<file path="src/design/qpr_pkg.sv">
// ----------------------------------------------------------------------------
// qpr_pkg
// Shared widths, constants and the half-angle sine table for the quaternion
// point rotation unit.
// ----------------------------------------------------------------------------
package qpr_pkg;

   localparam int QPR_COORD_WIDTH      = 32;
   localparam int QPR_AXIS_WIDTH       = 16;
   localparam int QPR_ANGLE_WIDTH      = 9;
   localparam int QPR_TRIG_WIDTH       = 16;
   localparam int QPR_QV_WIDTH         = 18;
   localparam int QPR_ANGLE_STEPS      = 360;
   localparam int QPR_HALF_STEPS       = QPR_ANGLE_STEPS / 2;
   localparam int QPR_TABLE_IDX_WIDTH  = $clog2(QPR_HALF_STEPS + 1);
   localparam int QPR_HALF_DEG_RAD_Q30 = 9370165;
   localparam int QPR_AXIS_SHIFT       = 14;
   localparam int QPR_FRAC_SHIFT       = 15;
   localparam int QPR_TRIG_MAX         = 32767;
   localparam int QPR_STAGES           = 6;

   typedef logic [QPR_TRIG_WIDTH-2:0] sin_table_type [0:QPR_HALF_STEPS];

   // sine of m half degrees, Q1.15, from a truncated Taylor sum in Q30
   function automatic logic [QPR_TRIG_WIDTH-2:0] qpr_sin_half_deg(input int m);
      logic [63:0]        x;
      logic [63:0]        t;
      logic [63:0]        prod;
      logic signed [63:0] sum;
      x   = 64'(m) * 64'(QPR_HALF_DEG_RAD_Q30);
      t   = x;
      sum = signed'(x);
      for (int k = 1; k <= 7; k++) begin
         t    = (t * x) >> 30;
         prod = (t * x) >> 30;
         case (k)
            1: t = prod / 64'd6;
            2: t = prod / 64'd20;
            3: t = prod / 64'd42;
            4: t = prod / 64'd72;
            5: t = prod / 64'd110;
            6: t = prod / 64'd156;
            default: t = prod / 64'd210;
         endcase
         if (k[0]) begin
            sum = sum - signed'(t);
         end else begin
            sum = sum + signed'(t);
         end
      end
      sum = (sum + 64'sd16384) >>> 15;
      if (sum > 64'sd32767) begin
         sum = 64'(QPR_TRIG_MAX);
      end
      return sum[QPR_TRIG_WIDTH-2:0];
   endfunction

   function automatic sin_table_type qpr_build_sin_table();
      sin_table_type tbl;
      for (int m = 0; m <= QPR_HALF_STEPS; m++) begin
         tbl[m] = qpr_sin_half_deg(m);
      end
      return tbl;
   endfunction

   localparam sin_table_type QPR_SIN_TABLE = qpr_build_sin_table();

endpackage

</file>
<file path="src/design/qpr_half_angle.sv">
// ----------------------------------------------------------------------------
// qpr_half_angle
// Reduces the angle modulo one turn and looks up sine and cosine of the half
// angle, Q1.15, using quadrant identities on a half-turn table.
// ----------------------------------------------------------------------------
module qpr_half_angle import qpr_pkg::*; (
   input  logic [QPR_ANGLE_WIDTH-1:0]       angle_deg,
   output logic signed [QPR_TRIG_WIDTH-1:0] sin_val,
   output logic signed [QPR_TRIG_WIDTH-1:0] cos_val
);

   localparam logic [QPR_ANGLE_WIDTH-1:0] STEPS = QPR_ANGLE_WIDTH'(QPR_ANGLE_STEPS);
   localparam logic [QPR_ANGLE_WIDTH-1:0] HALF  = QPR_ANGLE_WIDTH'(QPR_HALF_STEPS);

   logic [QPR_ANGLE_WIDTH-1:0]      n;
   logic [QPR_TABLE_IDX_WIDTH-1:0]  sin_idx;
   logic [QPR_TABLE_IDX_WIDTH-1:0]  cos_idx;
   logic                            cos_neg;
   logic signed [QPR_TRIG_WIDTH-1:0] cos_mag;

   always_comb begin
      n = (angle_deg >= STEPS) ? angle_deg - STEPS : angle_deg;
      if (n <= HALF) begin
         sin_idx = QPR_TABLE_IDX_WIDTH'(n);
         cos_idx = QPR_TABLE_IDX_WIDTH'(HALF - n);
         cos_neg = 1'b0;
      end else begin
         sin_idx = QPR_TABLE_IDX_WIDTH'(STEPS - n);
         cos_idx = QPR_TABLE_IDX_WIDTH'(n - HALF);
         cos_neg = 1'b1;
      end
      sin_val = signed'({1'b0, QPR_SIN_TABLE[sin_idx]});
      cos_mag = signed'({1'b0, QPR_SIN_TABLE[cos_idx]});
      cos_val = cos_neg ? -cos_mag : cos_mag;
   end

endmodule

</file>
<file path="config.mk">
export PLATFORM = sky130hd
export DESIGN_NAME = qpr_half_angle
export DESIGN_NICKNAME = d
export VERILOG_FILES = /design/src/design/qpr_pkg.sv /design/src/design/qpr_half_angle.sv
export SDC_FILE = /design/constraint.sdc
export NUM_CORES = 1
export LEC_CHECK = 0
export BUFFER_PORTS_ARGS = -buffer_cell sky130_fd_sc_hd__buf_4
export CAP_MARGIN = 20
export CELL_PAD_IN_SITES_DETAIL_PLACEMENT = 1
export CELL_PAD_IN_SITES_GLOBAL_PLACEMENT = 2
export CORE_ASPECT_RATIO = 1.75
export CORE_MARGIN = 2
export CORE_UTILIZATION = 36
export DETAILED_ROUTE_END_ITERATION = 8
export GPL_TIMING_DRIVEN = 0
export PLACE_DENSITY = 0.87
export SYNTH_ARGS = -nofsm -noshare
export SYNTH_HDL_FRONTEND = slang
export SYNTH_SLANG_ARGS = --single-unit
</file>
<file path="constraint.sdc">
create_clock -name vclk -period 7.9
set_input_delay 0.395 -clock vclk [all_inputs]
set_output_delay 0.395 -clock vclk [all_outputs]
set_load 0.05 [all_outputs]
</file>
==> reports/results.ini, run 1 <==
[logic_synthesis]
syn_inst=1330
yosys-top-cells-area=a21oi_1 (8.7%), o21ai_0 (7.1%), nand2_1 (6.1%)
seq_area_frac_synth_pct=0
yosysMostFrequentCell=a21oi_1
yosys_warnings=0
ys_types=111
yosysTopAreaCell=a21oi_1
synth_top_area_share_pct=8.68
syn_nets=1373
syn_avg_cell_area_um2=6.33
synth_commonest_cells=a21oi_1 (146), nand2_1 (136), nor2_1 (127)
synthesis.area_um2=8420

[run_status]
outcome=stopped before the end
lastStage=global routing
error_line=[ERROR GRT-0116] Global routing finished with congestion. Check the congestion regions in the DRC Viewer.

[floorplanning]
die_width_um=120
fp-row-count=74
die_h_um=206
io_pins=41
initial_core_util_pct=36.4

[grt]
grt_overflow_total=107
grt_pass1_wl_mm=111
grt_max_degree=19
grt.total_usage_pct=60.6
grt_pass1_vias=14800

[place]
post-dp-hpwl_mm=51.5
dp_slack_ps=-1520
place_congestion=1.23
place_area_um2=9140
io_buffers=40

[clocking]
cts_hold_buffers=0
cts_setup_buffers=0

timing repair:
action,4_1_cts
gates resized for setup,7
setup endpoints to repair,29
cloned,0
through the flow:
step,hold slack [ps],cells
after CTS,2050,1678
after detailed placement,2030,1679
after global placement,2030,1674
after floorplan,1500,1330
layer usage:
layer	GRT usage [%]	overflow
met1	58.0	0
met2	88.2	57
met5	4.79	0
met4	64.7	48
met3	32.2	2
kinds of logic after synthesis:
kind of cell | Yosys count | synth area share (%)
XOR/XNOR | 26 | 3.14
AND/OR/NAND/NOR | 447 | 25.1
multiplexers | 16 | 2.93
other | 1 | 0.0446
adder cells (fa/ha/maj) | 34 | 5.05
buffers and inverters | 175 | 10.0
AO/OA/AOI/OAI | 631 | 53.7
==> run 2, diff against run 1 <==
Settings changed: CELL_PAD_IN_SITES_DETAIL_PLACEMENT 1 to not set, CELL_PAD_IN_SITES_GLOBAL_PLACEMENT 2 to not set, CORE_ASPECT_RATIO 1.75 to not set, CORE_UTILIZATION 36 to 30, PLACE_DENSITY 0.87 to not set, PLACE_DENSITY_LB_ADDON set to 0.15.
==> reports/results.ini, run 2 <==
[run_status]
outcome=finished clean

[power_and_ir_drop]
p_seq_share_pct=0
pwr-share-clk_pct=0
vdd_drop_max_mv=0.102
comb_power_share_pct=100.0
p_switching_uw=1630
p_total_uw=2240
intPower_uw=617
powerDensity_nw_per_um2=240
swShare_pct=72.5
p_leak_uw=0.00312

[finish]
fin_area_um2=9340
final_nets=1429
register_area_um2=0
n_fill_cell=3167
area_growth_pct=10.9
final_cell_mix=a21oi_1 (145), nand2_1 (136), nor2_1 (127)
multiInputGateArea_um2=7590
seq_cells=0
drive_gt1_share_pct=13.7
mostFrequentLayoutCell=a21oi_1
final_cell_count_no_fill=1762
diodes=0
n_clock_buffer=0

[grt]
grt_pass1_vias=12200
grt_overflow_total=0
grt_pass1_wl_mm=89.5
antenna_found_initial=2
grt_max_degree=19
grt.total_usage_pct=41.8

[logic_synthesis]
synthesis.area_um2=8420  ; unchanged
synth-compound-area-share_pct=53.7  ; unchanged
syn_inst=1330  ; unchanged
yosys-top-cells-area=a21oi_1 (8.7%), o21ai_0 (7.1%), nand2_1 (6.1%)
ys_types=111  ; unchanged
synth_simple_gate_area_share_pct=25.1  ; unchanged
synth_top_family_by_area=compound AO/OA/AOI/OAI gates
yosys_warnings=0  ; unchanged
syn_nets=1373  ; unchanged
yosysTopAreaCell=a21oi_1
synth.area.mux_share_pct=2.93  ; unchanged
synth_commonest_cells=a21oi_1 (146), nand2_1 (136), nor2_1 (127)
yosysMostFrequentCell=a21oi_1
synth_top_area_share_pct=8.68  ; unchanged
syn_avg_cell_area_um2=6.33  ; unchanged
yosys.area_share.adder_pct=5.05  ; unchanged
seq_area_frac_synth_pct=0  ; unchanged
synth_xor_area_share_pct=3.14  ; unchanged

[min_path]
hold_class=input pin to output pin

[worst_setup_path]
critPathSlowestCell=a21oi_1
path_delay_family=buffers and inverters
slowest_delay_ps=690
worstSetupPathType=input pin to output pin
cp_max_fo=18
worstPathCellList=buf_4 -> clkinvlp_4 -> clkbuf_8 -> ha_1 -> inv_1 -> nor2_1 -> o211ai_1 -> o32ai_4 -> buf_4 -> nor2_2 -> clkbuf_1 -> a21o_1 -> ha_1 -> clkbuf_1 -> clkbuf_1 -> nor2_1 -> a21oi_1 -> o21ai_0 -> o311ai_0 -> a21oi_1 -> o31ai_1 -> o22a_1 -> buf_4
endpoint_kind=output pin
worstPathRequired_ps=7510
worstPathArrival_ps=7230
critPathBufInv=9
worst_setup_path_start_kind=input pin

[place]
post-dp-hpwl_mm=45.7  ; -11%
place_area_um2=9250  ; +1.3%
place_congestion=1.07  ; -13%
dp.cells=1756  ; +4.6%
io_buffers=40  ; unchanged

[detailed_routing]
drt_first_iter_violations=2106
dr.pass1.iters=5
drt-vias-per-instance=7.40
drt_wl_total_mm=62.8
ant_nets=0
detail_route.wl_per_cell_um=35.6
vias=13000
drc=0

[floorplanning]
fp-row-count=61  ; -18%
die_width_um=172  ; +43%
die_h_um=172  ; -17%
initial_core_util_pct=30.4  ; -6.0 points
coreArea_um2=27700
io_pins=41  ; unchanged
dieArea_um2=29400

[sta]
fmax_mhz=131
finalHoldViolCount=0
drv_slew=0
finalCriticalPeriod_ps=7620
max_slew_margin_pct=14.4
tightest_slew_ps=1250
final.period_utilization_pct=96.5
setup_viol=0

[clocking]
cts_hold_buffers=0  ; unchanged

[flow_run]
drv_cap=0

-- run 2: repair_timing --
item,in CTS,in global routing
setup buffers,0,8
setup endpoints to repair,26,18
pin swaps,0,1
gates resized for setup,4,4
-- run 2: logic make-up after synthesis --
group | Yosys count
AOI/OAI and AO/OA | 631
and+or+nand+nor | 447
buffers and inverters | 175
adders and majority gates | 34
xor gates and xnor gates | 26
muxes | 16
other | 1
-- run 2: path summary, 6_finish.rpt --
| path | slack, ps | startpoint | end | cells after the start |
|---|---|---|---|---|
| min | 2100 | angle_deg[2] | sin_val[12] | 10 |
| max | 280 | angle_deg[0] | sin_val[6] | 23 |
-- run 2: metal layers --
layer	vias to the layer above	track usage [%]	part of all wire, %
li1	5316	-	-
met1	6146	49.0	36
met2	1214	65.0	43
met3	352	12.4	12
met4	2	29.9	8.9
met5	-	0	0.018
-- run 2: final cells by class --
class / count / area share (%)
buffer: 150 / 8.12
inverter: 22 / 0.951
multi-input combinational: 1155 / 81.3
tap: 378 / 5.06
timing repair buffer: 57 / 4.61
-- run 2: metrics by stage --
| stage | worst slack (ps) | setup TNS, ps | hold slack (ps) | utilization [%] |
|---|---|---|---|---|
| 2_1_floorplan | 1280 | 0 | 1500 | - |
| 3_3_place_gp | -2070 | -38280 | 2090 | 33.2 |
| 3_5_place_dp | -929 | -10480 | 2070 | 33.4 |
| 4_1_cts | 115 | 0 | 2080 | 33.4 |
| 5_1_grt | -22.6 | -22.6 | 2180 | 33.7 |
| 6_report | 279 | 0 | 2100 | 33.7 |
-- run 2: power by group through the flow --
stage / Combinational (uW) / Clock [uW] / Sequential [uW]
floorplan: 1360 / 0 / 0
global placement: 2150 / 0 / 0
detailed placement: 2100 / 0 / 0
CTS: 2110 / 0 / 0
global route: 2300 / 0 / 0
finish: 2240 / 0 / 0
-- run 2: tightest hold or removal path, stage by stage --
cell	delay [ps]
buf_4	150
nor3_4	80
nor2_1	100
nor2_1	50
nand2_1	100
xnor2_1	290
a211oi_1	80
nor3_1	140
a211o_1	130
buf_4	190
Power figures use the tool's default switching activity.
